$ cat src/rtl/lpfp_pkg.sv
// Shared types and constants for the length-prefixed frame parser.
// No dependencies.
package lpfp_pkg;

    typedef enum logic [1:0] {
        PH_HEADER,
        PH_BODY,
        PH_DROP
    } phase_t;

    localparam logic [2:0] KIND_PAYLOAD    = 3'd0;
    localparam logic [2:0] KIND_FRAME_OK   = 3'd1;
    localparam logic [2:0] KIND_BAD_HEADER = 3'd2;
    localparam logic [2:0] KIND_TOO_LONG   = 3'd3;
    localparam logic [2:0] KIND_BAD_TERM   = 3'd4;

    localparam int CFG_INDEX_W = 2;
    localparam int CFG_DATA_W  = 21;

    localparam logic [CFG_INDEX_W-1:0] CFG_KEY_LOWEST      = 2'd0;
    localparam logic [CFG_INDEX_W-1:0] CFG_KEY_HIGHEST     = 2'd1;
    localparam logic [CFG_INDEX_W-1:0] CFG_ALPHA_KEY       = 2'd2;
    localparam logic [CFG_INDEX_W-1:0] CFG_MAX_FRAME_BYTES = 2'd3;

    localparam logic [7:0]  TERMINATOR     = 8'h5F;
    localparam logic [15:0] VERSION_ONE    = 16'd1;
    localparam int          SIZE_W         = 21;

    typedef struct packed {
        logic signed [15:0] key_lowest;
        logic signed [15:0] key_highest;
        logic signed [15:0] alpha_key;
        logic [SIZE_W-1:0]  max_frame_bytes;
    } cfg_t;

    typedef struct packed {
        logic [2:0]         kind;
        logic [7:0]         out_byte;
        logic signed [15:0] frame_key;
        logic               is_alpha;
    } result_t;

endpackage

$ cat src/rtl/length_prefixed_frame_parser_core.sv
// Length-prefixed frame parser, top level. Depends on lpfp_pkg and the lpfp_* modules.
// An accepted byte lands in the input register; when the output register is free or being
// drained, the parser logic feeds its result into the result register.
// Throughput: one byte per cycle, limited only by output back-pressure.
// Reset (aresetn low, synchronous) clears the frame state, leaves drop mode and
// restores the configuration defaults.
module length_prefixed_frame_parser_core #(
    parameter int LENGTH_BYTES = 8
) (
    input  logic                             aclk,
    input  logic                             aresetn,
    input  logic                             s_valid,
    output logic                             s_ready,
    input  logic [7:0]                       s_in_byte,
    output logic                             m_valid,
    input  logic                             m_ready,
    output logic [2:0]                       m_kind,
    output logic [7:0]                       m_out_byte,
    output logic signed [15:0]               m_frame_key,
    output logic                             m_is_alpha,
    input  logic                             cfg_we,
    input  logic [lpfp_pkg::CFG_INDEX_W-1:0] cfg_index,
    input  logic [lpfp_pkg::CFG_DATA_W-1:0]  cfg_data
);
    import lpfp_pkg::*;

    cfg_t    cfg;
    result_t res;
    result_t m_res;
    logic    in_valid;
    logic    res_valid;
    logic    advance;
    logic    [7:0] in_byte;

    assign advance = in_valid && (!m_valid || m_ready);

    lpfp_cfg_regs u_cfg (
        .aclk      (aclk),
        .aresetn   (aresetn),
        .cfg_we    (cfg_we),
        .cfg_index (cfg_index),
        .cfg_data  (cfg_data),
        .cfg       (cfg)
    );

    lpfp_in_stage u_in (
        .aclk      (aclk),
        .aresetn   (aresetn),
        .s_valid   (s_valid),
        .s_ready   (s_ready),
        .s_in_byte (s_in_byte),
        .advance   (advance),
        .in_valid  (in_valid),
        .in_byte   (in_byte)
    );

    lpfp_parser #(
        .LENGTH_BYTES (LENGTH_BYTES)
    ) u_parser (
        .aclk      (aclk),
        .aresetn   (aresetn),
        .step      (advance),
        .in_byte   (in_byte),
        .cfg       (cfg),
        .res_valid (res_valid),
        .res       (res)
    );

    lpfp_out_stage u_out (
        .aclk    (aclk),
        .aresetn (aresetn),
        .load    (advance && res_valid),
        .res     (res),
        .m_ready (m_ready),
        .m_valid (m_valid),
        .m_res   (m_res)
    );

    assign m_kind      = m_res.kind;
    assign m_out_byte  = m_res.out_byte;
    assign m_frame_key = m_res.frame_key;
    assign m_is_alpha  = m_res.is_alpha;

endmodule

$ cat src/rtl/lpfp_cfg_regs.sv
// Configuration register file for the frame parser.
// Depends on lpfp_pkg.
module lpfp_cfg_regs (
    input  logic                               aclk,
    input  logic                               aresetn,
    input  logic                               cfg_we,
    input  logic [lpfp_pkg::CFG_INDEX_W-1:0]   cfg_index,
    input  logic [lpfp_pkg::CFG_DATA_W-1:0]    cfg_data,
    output lpfp_pkg::cfg_t                     cfg
);
    import lpfp_pkg::*;

    cfg_t cfg_reg;
    cfg_t cfg_next;

    always_comb begin
        cfg_next = cfg_reg;
        if (cfg_we) begin
            case (cfg_index)
                CFG_KEY_LOWEST:      cfg_next.key_lowest      = cfg_data[15:0];
                CFG_KEY_HIGHEST:     cfg_next.key_highest     = cfg_data[15:0];
                CFG_ALPHA_KEY:       cfg_next.alpha_key       = cfg_data[15:0];
                CFG_MAX_FRAME_BYTES: cfg_next.max_frame_bytes = cfg_data[SIZE_W-1:0];
                default: ;
            endcase
        end
    end

    always_ff @(posedge aclk) begin
        if (!aresetn) begin
            cfg_reg.key_lowest      <= 16'sd0;
            cfg_reg.key_highest     <= 16'sd32767;
            cfg_reg.alpha_key       <= 16'sd0;
            cfg_reg.max_frame_bytes <= SIZE_W'(65536);
        end else begin
            cfg_reg <= cfg_next;
        end
    end

    assign cfg = cfg_reg;

endmodule

$ cat src/rtl/lpfp_in_stage.sv
// Input register for the byte stream.
// Depends on nothing; advance comes from the top level.
module lpfp_in_stage (
    input  logic       aclk,
    input  logic       aresetn,
    input  logic       s_valid,
    output logic       s_ready,
    input  logic [7:0] s_in_byte,
    input  logic       advance,
    output logic       in_valid,
    output logic [7:0] in_byte
);
    logic       valid_reg;
    logic       valid_next;
    logic [7:0] byte_reg;

    assign s_ready = !valid_reg || advance;

    always_comb begin
        valid_next = valid_reg;
        if (advance) begin
            valid_next = 1'b0;
        end
        if (s_valid && s_ready) begin
            valid_next = 1'b1;
        end
    end

    always_ff @(posedge aclk) begin
        if (!aresetn) begin
            valid_reg <= 1'b0;
        end else begin
            valid_reg <= valid_next;
        end
    end

    always_ff @(posedge aclk) begin
        if (s_valid && s_ready) begin
            byte_reg <= s_in_byte;
        end
    end

    assign in_valid = valid_reg;
    assign in_byte  = byte_reg;

endmodule

$ cat src/rtl/lpfp_parser.sv
// Frame state machine: header assembly, checks, body count and terminator.
// Depends on lpfp_pkg.
module lpfp_parser #(
    parameter int LENGTH_BYTES = 8
) (
    input  logic              aclk,
    input  logic              aresetn,
    input  logic              step,
    input  logic [7:0]        in_byte,
    input  lpfp_pkg::cfg_t    cfg,
    output logic              res_valid,
    output lpfp_pkg::result_t res
);
    import lpfp_pkg::*;

    localparam int HeaderSize = 4 + LENGTH_BYTES;
    localparam int CntW       = $clog2(HeaderSize);
    localparam logic [CntW-1:0] CntLast  = CntW'(HeaderSize - 1);
    localparam logic [CntW-1:0] CntKey   = CntW'(2);
    localparam logic [CntW-1:0] CntLen   = CntW'(4);
    localparam logic [SIZE_W:0] HdrBytes = (SIZE_W + 1)'(HeaderSize);

    phase_t              phase_reg,    phase_next;
    logic [CntW-1:0]     count_reg,    count_next;
    logic [15:0]         version_reg,  version_next;
    logic signed [15:0]  key_reg,      key_next;
    logic [SIZE_W-1:0]   len_low_reg,  len_low_next;
    logic                len_hi_reg,   len_hi_next;
    logic [SIZE_W-1:0]   body_left_reg, body_left_next;

    logic [2:0]          len_idx;
    logic [63:0]         shifted;
    logic [SIZE_W-1:0]   len_low_cur;
    logic                len_hi_cur;
    logic [SIZE_W:0]     frame_size;
    logic                bad_header;
    logic                too_long;
    logic                zero_len;

    assign len_idx     = 3'(count_reg - CntLen);
    assign shifted     = 64'(in_byte) << {len_idx, 3'b000};
    assign len_low_cur = len_low_reg | shifted[SIZE_W-1:0];
    assign len_hi_cur  = len_hi_reg | (|shifted[63:SIZE_W]);
    assign frame_size  = {1'b0, len_low_cur} + HdrBytes;
    assign bad_header  = (version_reg != VERSION_ONE)
                         || ($signed(key_reg) < $signed(cfg.key_lowest))
                         || ($signed(key_reg) > $signed(cfg.key_highest));
    assign too_long    = len_hi_cur || (frame_size > {1'b0, cfg.max_frame_bytes});
    assign zero_len    = !len_hi_cur && (len_low_cur == '0);

    always_comb begin
        phase_next     = phase_reg;
        count_next     = count_reg;
        version_next   = version_reg;
        key_next       = key_reg;
        len_low_next   = len_low_reg;
        len_hi_next    = len_hi_reg;
        body_left_next = body_left_reg;
        res_valid      = 1'b0;
        res            = '0;

        case (phase_reg)
            PH_HEADER: begin
                if (count_reg < CntKey) begin
                    if (count_reg[0]) version_next[15:8] = in_byte;
                    else              version_next[7:0]  = in_byte;
                end else if (count_reg < CntLen) begin
                    if (count_reg[0]) key_next[15:8] = in_byte;
                    else              key_next[7:0]  = in_byte;
                end else begin
                    len_low_next = len_low_cur;
                    len_hi_next  = len_hi_cur;
                end
                count_next = count_reg + 1'b1;
                if (count_reg == CntLast) begin
                    if (bad_header) begin
                        phase_next = PH_DROP;
                        res_valid  = 1'b1;
                        res.kind   = KIND_BAD_HEADER;
                    end else if (too_long) begin
                        phase_next = PH_DROP;
                        res_valid  = 1'b1;
                        res.kind   = KIND_TOO_LONG;
                    end else if (zero_len) begin
                        phase_next = PH_DROP;
                        res_valid  = 1'b1;
                        res.kind   = KIND_BAD_TERM;
                    end else begin
                        phase_next     = PH_BODY;
                        body_left_next = len_low_cur;
                    end
                end
            end
            PH_BODY: begin
                res_valid = 1'b1;
                if (body_left_reg > SIZE_W'(1)) begin
                    body_left_next = body_left_reg - 1'b1;
                    res.kind       = KIND_PAYLOAD;
                    res.out_byte   = in_byte;
                end else if (in_byte == TERMINATOR) begin
                    res.kind      = KIND_FRAME_OK;
                    res.frame_key = key_reg;
                    res.is_alpha  = (key_reg == cfg.alpha_key);
                    phase_next    = PH_HEADER;
                    count_next    = '0;
                    len_low_next  = '0;
                    len_hi_next   = 1'b0;
                end else begin
                    res.kind   = KIND_BAD_TERM;
                    phase_next = PH_DROP;
                end
            end
            PH_DROP: begin
            end
            default: begin
                phase_next = PH_DROP;
            end
        endcase
    end

    always_ff @(posedge aclk) begin
        if (!aresetn) begin
            phase_reg   <= PH_HEADER;
            count_reg   <= '0;
            len_low_reg <= '0;
            len_hi_reg  <= 1'b0;
        end else if (step) begin
            phase_reg   <= phase_next;
            count_reg   <= count_next;
            len_low_reg <= len_low_next;
            len_hi_reg  <= len_hi_next;
        end
    end

    always_ff @(posedge aclk) begin
        if (step) begin
            version_reg   <= version_next;
            key_reg       <= key_next;
            body_left_reg <= body_left_next;
        end
    end

endmodule

$ cat src/rtl/lpfp_out_stage.sv
// Result register on the output channel.
// Depends on lpfp_pkg.
module lpfp_out_stage (
    input  logic               aclk,
    input  logic               aresetn,
    input  logic               load,
    input  lpfp_pkg::result_t  res,
    input  logic               m_ready,
    output logic               m_valid,
    output lpfp_pkg::result_t  m_res
);
    import lpfp_pkg::*;

    logic    valid_reg;
    logic    valid_next;
    result_t res_reg;

    always_comb begin
        valid_next = valid_reg;
        if (valid_reg && m_ready) begin
            valid_next = 1'b0;
        end
        if (load) begin
            valid_next = 1'b1;
        end
    end

    always_ff @(posedge aclk) begin
        if (!aresetn) begin
            valid_reg <= 1'b0;
        end else begin
            valid_reg <= valid_next;
        end
    end

    always_ff @(posedge aclk) begin
        if (load) begin
            res_reg <= res;
        end
    end

    assign m_valid = valid_reg;
    assign m_res   = res_reg;

endmodule

$ cat config.mk
export PLATFORM = sky130hd
export DESIGN_NAME = length_prefixed_frame_parser_core
export DESIGN_NICKNAME = d
export VERILOG_FILES = /design/src/rtl/lpfp_pkg.sv /design/src/rtl/length_prefixed_frame_parser_core.sv /design/src/rtl/lpfp_cfg_regs.sv /design/src/rtl/lpfp_in_stage.sv /design/src/rtl/lpfp_parser.sv /design/src/rtl/lpfp_out_stage.sv
export SDC_FILE = /design/constraint.sdc
export NUM_CORES = 1
export LEC_CHECK = 0
export ABC_AREA = 1
export BUFFER_PORTS_ARGS = -buffer_cell sky130_fd_sc_hd__buf_2
export CORE_MARGIN = 3
export CORE_UTILIZATION = 52
export DETAILED_ROUTE_END_ITERATION = 10
export PLACE_DENSITY = 0.69
export SLEW_MARGIN = 20
export SYNTH_ARGS = -nofsm -noshare
export SYNTH_HDL_FRONTEND = slang
export SYNTH_SLANG_ARGS = --single-unit
$ cat constraint.sdc
create_clock -name aclk -period 8.1 [get_ports aclk]
set_input_delay 2.43 -clock aclk [delete_from_list [all_inputs] [get_ports aclk]]
set_output_delay 2.43 -clock aclk [all_outputs]
set_load 0.01 [all_outputs]
Yosys cells after proc, flatten, opt, wreduce, memory -nomap -nowiden. Index checks and enable logic that the tools add are counted.

Bits in read-only memories: 0. Word-level logic and storage cells: 132. Bits in registers: 188. Bits of input ports: 36. RAM bits: 0. Output and inout bits: 30. Memories: 0. Latch bits: 0.

$add $sub $neg: 4. Multiply operators: 0. Shifts and indexed selects: 1. Divide/modulo/power cells: 0. $lt $le $gt $ge: 6. Equal/unequal tests: 18. Bitwise logic cells: 7. Reduce and logical (&&, ||, !) cells: 34. Mux-type cells: 42.

Operators by type and width (number): two-way mux 21 bit (9); one-hot mux 21 bit (2 select lines) (2); left shift 8 x 6 -> 64 bit (1); OR reduction 43 bit (1); adder 21 x 4 -> 22 bit (second input constant) (1); greater-than comparator 22 x 21 -> 1 bit (1); greater-than comparator 21 x 1 -> 1 bit (second input constant) (1); logical NOT 21 bit (1); OR 21 bit (1); subtractor 21 x 1 -> 21 bit (second input constant) (1); two-way mux 3 bit (6); == test 16 bit (1); greater-than comparator 16 bit (1); < comparator 16 bit (1); inequality test 16 x 1 -> 1 bit (second input constant) (1); AND reduction 4 bit (4); two-way mux 1 bit (12); two-way mux 2 bit (6); inequality test 2 bit (second input constant) (6); AND reduction 2 bit (5); AND reduction 5 bit (2); == test 8 x 7 -> 1 bit (second input constant) (1); two-way mux 4 bit (2); one-hot mux 4 bit (2 select lines) (1); other kinds (21) (44).

Depth between registers and ports, before layout. Gate-level depths: netlist of the first run.

Word-level depth: 13. Gate-level depth with buffers: 29. Gate-level depth less buffers: 28.

By module. A second synthesis of the first run with hierarchy kept.

Cells, all modules: 1340. Area, all modules: 10666.5 um^2.

Modules (own cells, without submodules): lpfp_parser (area each 6640.1 um^2, cells each 869, times used 1); lpfp_cfg_regs (area each 2820.2 um^2, cells each 416, times used 1); lpfp_out_stage (area each 884.6 um^2, cells each 34, times used 1); lpfp_in_stage (area each 291.5 um^2, cells each 15, times used 1); length_prefixed_frame_parser_core (area each 30.0 um^2, cells each 6, times used 1).

Worst setup path after synthesis of the first run. No wires, ideal clock.

Path kind: input to output. From: input m_ready. To: output s_ready. Stages: 2. Required time: 5670 ps. Arrival: 2614 ps. Path buffers: 0. Setup slack: 3056 ps. Cell sequence: inv_1 nand3_1.

Word-level cells in the longest chain between the ends: 3.

RTL lines: start, declared (RTL line length_prefixed_frame_parser_core.sv:16) `input logic m_ready,`; logical OR 1 bit (RTL line length_prefixed_frame_parser_core.sv:35) `assign advance = in_valid && (!m_valid || m_ready);`; logical AND 1 bit (RTL line length_prefixed_frame_parser_core.sv:35); logical OR 1 bit (RTL line lpfp_in_stage.sv:17) `assign s_ready = !valid_reg || advance;`; end, declared (RTL line length_prefixed_frame_parser_core.sv:13) `output logic s_ready,`.

Every way passes these cells.

Worst setup path after layout of the first run. Same ends and word-level chain as after synthesis.

==> metrics.yaml, run 1 <==
status: "finished clean"
core_um2: 18090
pwr-share-clk_pct: 39.7
firstDrtPassIters: 6
cts_hold_buf: 0
p_total_w: 0.002050
synth.avg_cell_area_um2: 8.512
hold_viol: 0
rsz0062_at_grt: "no"
floorplan.initialDensity_pct: 53.28
postRouteAntennaNets: 0
drcViolationCount: 0
critPathMaxFanout: 3
grt_pass1_vias: 7136
die-area_um2: 20200
startpoint: "m_ready"
grt_overflow: 0
multiInputGateArea_um2: 4189
cts_root_buf: "clkbuf_16"
setup_ws_ns: 2.822
yosysTopAreaCell: "edfxtp_1"
synth_nets: 1225
finalWirelength_um: 23540
max_freq_mhz: 189.5
synth_top_flop_cell: "dfxtp_1"
cts_resized: 0
wire_per_inst_um: 16.43
die_x_um: 142.1
switchingPower_w: 0.0005495
netSwitchingFraction_pct: 26.80
ys_top_cells_by_area: "edfxtp_1, dfxtp_1, ha_1"
p_int_w: 0.001501
cts_max_level: 4
port_buffers: 65
grt_util_met1_pct: 35.60
avgViaCountPerCell: 5.350
dieHeight_um: 142.1
syn_to_final_growth_pct: 11.52
setup_viol: 0
syn_area_um2: 9635
yosys_warnings: 0
slew_headroom_pct: 26.93
fin_tns_setup_ns: 0
nets: 1284
dp_hpwl_um: 16910
grt_pass1_wl_um: 37520
worstPathArrival_ns: 2.85
gr-usage-met3_pct: 3.730
cp.required_ns: 5.67
reg2reg_from: "u_parser.count_reg[0]"
grt_max_degree: 91
synth_cell_types: 47
cellLeakagePower_nw: 4.832
synthCells: 1132
hold_ws_ns: 0.4615
grtUsageTotal_pct: 23.65
seqPwrFrac_pct: 51.2
clock_path_buffers: 2
min_period_ns: 5.278
io_pins: 66
cts_setup_buffers: 0
antenna_found_initial: 0
top_usage_layer: "met1"
synth_edf_count: 89
n_fill_cell: 1601
synth_top_area_share_pct: 27.74
slew_violations: 0
use_met2_pct: 35.43
clock_latency_ns: 0.43
rows: 49
worstHoldStart: "u_cfg.cfg[5]"
min_path_type: "reg -> reg"
synth-seq-cells: 188
diodes: 0
seq_area_um2: 4654
synth-async-reset-ratio_pct: 0
largest_reg_flops: 69
crit_path_end_kind: "output pin"
gp_congestion: 0.9212
peakVddDrop_mv: 0.1594
tightest_slew_ns: 1.088
cts_buffers: 17
power_frac_comb_pct: 9.1
cap_violations: 0
clkSinkCount: 188
startpoint_type: "primary input"
clkTransAtPathRegs_ns: 0.07
cts_tree: "yes"
vias: 7667
power.density_nw_per_um2: 190.8
path_class: "in -> out"
drt_iter0_drc: 587
synth-seq-area-share_pct: 48.31
drive_gt1_share_pct: 11.96
fin_crit_sh_pct: 65.15
clock_skew_ns: 0.01175
post-place-ws_ns: 2.830
[Yosys cell counts, drive strengths merged, types with 13 or more instances]
cell type and instances:
a21oi 91, nand2 193, o21ai 110, clkbuf 28
o211ai 15, dfxtp 99, nor3 19, xnor2 14
xor2 27, nand3 22, inv 173, edfxtp 89
ha 57, nor4 13, nor2 132
[worst max-delay path: stages]
cell,delay (ns)
buf_2,0.09
inv_1,0.06
nand3_1,0.10
buf_2,0.16
[kinds of logic after synthesis]
kind of cell             share of synthesized area (%)
AND/OR/NAND/NOR                                  18.50
AO/OA/AOI/OAI                                    13.79
buffers and inverters                            8.272
flip-flops                                       48.31
adder cells (fa/ha/maj)                          7.402
XOR/XNOR                                         3.727
[through the flow]
stage	cell area, um^2	util, %	instances
3_5_place_dp	10180	56.26	1401
6_report	10750	59.41	1433
4_1_cts	10750	59.41	1433
5_1_grt	10750	59.41	1433
3_3_place_gp	10180	56.26	1401
2_1_floorplan	9635	-	1132
[layout make-up]
class | instances | area share, %
repair buffers | 74 | 3.656
clock buffers | 18 | 3.994
multi-input cells | 736 | 38.98
well taps | 229 | 2.667
clock inverters | 14 | 1.304
flip-flops and latches | 188 | 43.32
inverters | 174 | 6.078
[cell usage in the layout (no fill, tap or decap), types with 3 or more instances in the layout]
cell	n
inv_8	7
clkbuf_16	17
buf_4	9
nand4_1	9
o21ai_1	5
a211oi_1	3
o211a_1	3
nor2_2	4
edfxtp_1	89
inv_2	7
nor2_1	125
nand2_1	189
xnor2_1	14
o21bai_1	3
o211ai_1	15
nor3_2	3
dfxtp_1	99
inv_1	166
a221oi_1	4
ha_1	57
inv_6	3
nand3_2	3
nand3_1	19
nor2_4	3
buf_2	65
nand2_2	4
nor3b_1	5
xor2_1	27
a21oi_1	90
nor3_1	16
o21ai_2	6
nor4_1	12
o21ai_0	97
[worst paths after layout]
| check | endpoint | cells after the start | slack (ns) |
|---|---|---|---|
| hold reg to reg | u_cfg.cfg[5] | 2 | 0.46 |
| setup reg to reg | u_parser.body_left_reg[2] | 27 | 3.28 |
| hold / removal | u_cfg.cfg[5] | 2 | 0.46 |
| setup / recovery | s_ready | 4 | 2.82 |
[power groups by stage]
| stage | Clock (W) | Combinational, W | Sequential [W] |
|---|---|---|---|
| 2_1_floorplan | 0 | 0.000130 | 0.00106 |
| 3_3_place_gp | 0 | 0.000179 | 0.00107 |
| 3_5_place_dp | 0 | 0.000184 | 0.00107 |
| 4_1_cts | 0.000824 | 0.000186 | 0.00105 |
| 5_1_grt | 0.000869 | 0.000213 | 0.00105 |
| 6_report | 0.000814 | 0.000187 | 0.00105 |
[metal layers]
metal  vias to the layer above  share of wire (%)
met5                         -                  0
met4                         0                1.6
met3                        29                6.8
met2                       263                 44
met1                      3501                 48
li1                       3874                  -
Power figures use the tool's default switching activity.
==> run 2: changes to the inputs <==
PLACE_DENSITY = 0.72   (was 0.69)
clock period = 4.5 ns   (was 8.1 ns; I/O delays follow)
==> metrics.yaml, run 2 (synthesis results as in run 1) <==
status: "finished clean"
clock_skew_ns: 0.01642
top_usage_layer: "met2"
crit_path_end_kind: "register"
slowest_stage: "dfxtp_1"
finalWirelength_um: 24670
power.density_nw_per_um2: 342.8
startpoint_type: "register"
peakVddDrop_mv: 0.2871
gr-usage-met3_pct: 5.074
clock_latency_ns: 0.45
cts_max_level: 4
antenna_found_initial: 0
cp.required_ns: 4.66
post-place-ws_ns: -0.002637
drcViolationCount: 0
dp_hpwl_um: 17960
path_class: "reg -> reg"
clock_path_buffers: 2
cap_violations: 0
rows: 49
vias: 7955
grt_pass1_wl_um: 38740
clkSinkCount: 188
hold_viol: 0
drive_gt1_share_pct: 13.36
fin_crit_sh_pct: 93.33
wire_per_inst_um: 17.03
critPathMaxFanout: 13
hold_ws_ns: 0.4629
tightest_slew_ns: 1.030
largest_reg_flops: 69
grt_pass1_vias: 7400
nets: 1300
setup_ws_ns: 0.3002
core_um2: 18090
layout_commonest_cell: "nand2_1"
slew_violations: 0
gp_congestion: 0.9267
syn_to_final_growth_pct: 13.89
grt_util_met1_pct: 35.01
cp_slowest_stage_delay_ns: 0.38
grtUsageTotal_pct: 24.73
die_x_um: 142.1
die-area_um2: 20200
dieHeight_um: 142.1
grt_overflow: 0
postRouteAntennaNets: 0
io_pins: 66
crit_chain: "inv_2, nand2_4, nor2_1, nor2_1, ha_1, inv_1, nand3_1, nand3b_4, nor2_4, nand3_2, nor2_2, nand3_1, nor2_1, xor2_1, ha_1, nand2_1, nor3_1, nand4_1, a21oi_4, nand4_2, nand2_1, nand2_1, nor2_4, clkbuf_16"
final_cell_mix: "nand2_1, inv_1, nor2_1"
port_buffers: 65
diodes: 0
drt_iter0_drc: 769
min_period_ns: 4.200
firstDrtPassIters: 5
avgViaCountPerCell: 5.490
worstPathArrival_ns: 4.36
min_path_type: "reg -> reg"
cts_tree: "yes"
cts_root_buf: "clkbuf_16"
setup_viol: 0
clkTransAtPathRegs_ns: 0.08
max_freq_mhz: 238.1
cellLeakagePower_nw: 4.939
floorplan.initialDensity_pct: 53.28
grt_max_degree: 57
slew_headroom_pct: 30.95
use_met2_pct: 37.99
cts_buffers: 17
-- run 2: timing repair --
action | 4_1_cts | 5_1_grt
resized for setup | 1 | 9
gates cloned | 0 | 1
hold buffers | 0 | 0
endpoints found under the setup margin | 43 | 50
buffers inserted | 0 | 2
-- run 2: report_power, final --
group / total, W / internal (W) / switching [W]
registers: 0.00188 / 0.00185 / 0.0000337
clock network: 0.00152 / 0.000757 / 0.000761
logic: 0.000363 / 0.000123 / 0.000240
total: 0.00376 / 0.00273 / 0.00103
-- run 2: layer usage --
metal  routed length, um  part of all wire, %  vias to the layer above
li1                    -                    -                     3900
met5                   0                    0                        -
met3                1600                  6.5                       51
met1               11370                   46                     3715
met4                 665                  2.7                        0
met2               11040                   45                      289
-- run 2: cell type report --
| class | count | area, um^2 |
|---|---|---|
| Clock buffer | 17 | 425.4 |
| Clock inverter | 15 | 178.9 |
| Fill cell | 1580 | 7112 |
| Inverter | 174 | 655.6 |
| Multi-Input combinational cell | 736 | 4213 |
| Sequential cell | 188 | 4656 |
| Tap cell | 229 | 286.5 |
| Timing Repair Buffer | 90 | 559.3 |
-- run 2: through the flow --
| stage | utilization (%) | instance area [um^2] | std cells | setup TNS, ns | total power (W) |
|---|---|---|---|---|---|
| CTS | 60.36 | 10920 | 1446 | 0 | 0.003767 |
| floorplan | - | 9635 | 1132 | 0 | 0.002145 |
| global placement | 57.01 | 10310 | 1414 | 0 | 0.002262 |
| finish | 60.68 | 10970 | 1449 | 0 | 0.003762 |
| global route | 60.68 | 10970 | 1449 | -0.02654 | 0.003909 |
| detailed placement | 57.01 | 10310 | 1414 | -0.02082 | 0.002269 |
-- run 2: final timing paths --
check                        startpoint                         end  slack, ns  cells past startpoint
setup / recovery  u_parser.count_reg[1]  u_parser.body_left_reg[12]       0.30                     24
hold / removal            u_cfg.cfg[68]               u_cfg.cfg[68]       0.46                      2
setup reg to reg  u_parser.count_reg[1]  u_parser.body_left_reg[12]       0.30                     24
hold reg to reg           u_cfg.cfg[68]               u_cfg.cfg[68]       0.46                      2
-- run 2: worst max-delay path, delay by kind of cell, from the launching register on --
kind / cells / cell delay [ns]
AOI/OAI and AO/OA: 1 / 0.23
and+or+nand+nor: 17 / 2.34
xor gates and xnor gates: 1 / 0.08
adders and majority gates: 2 / 0.46
buffers and inverters: 3 / 0.41
DFF: 1 / 0.38
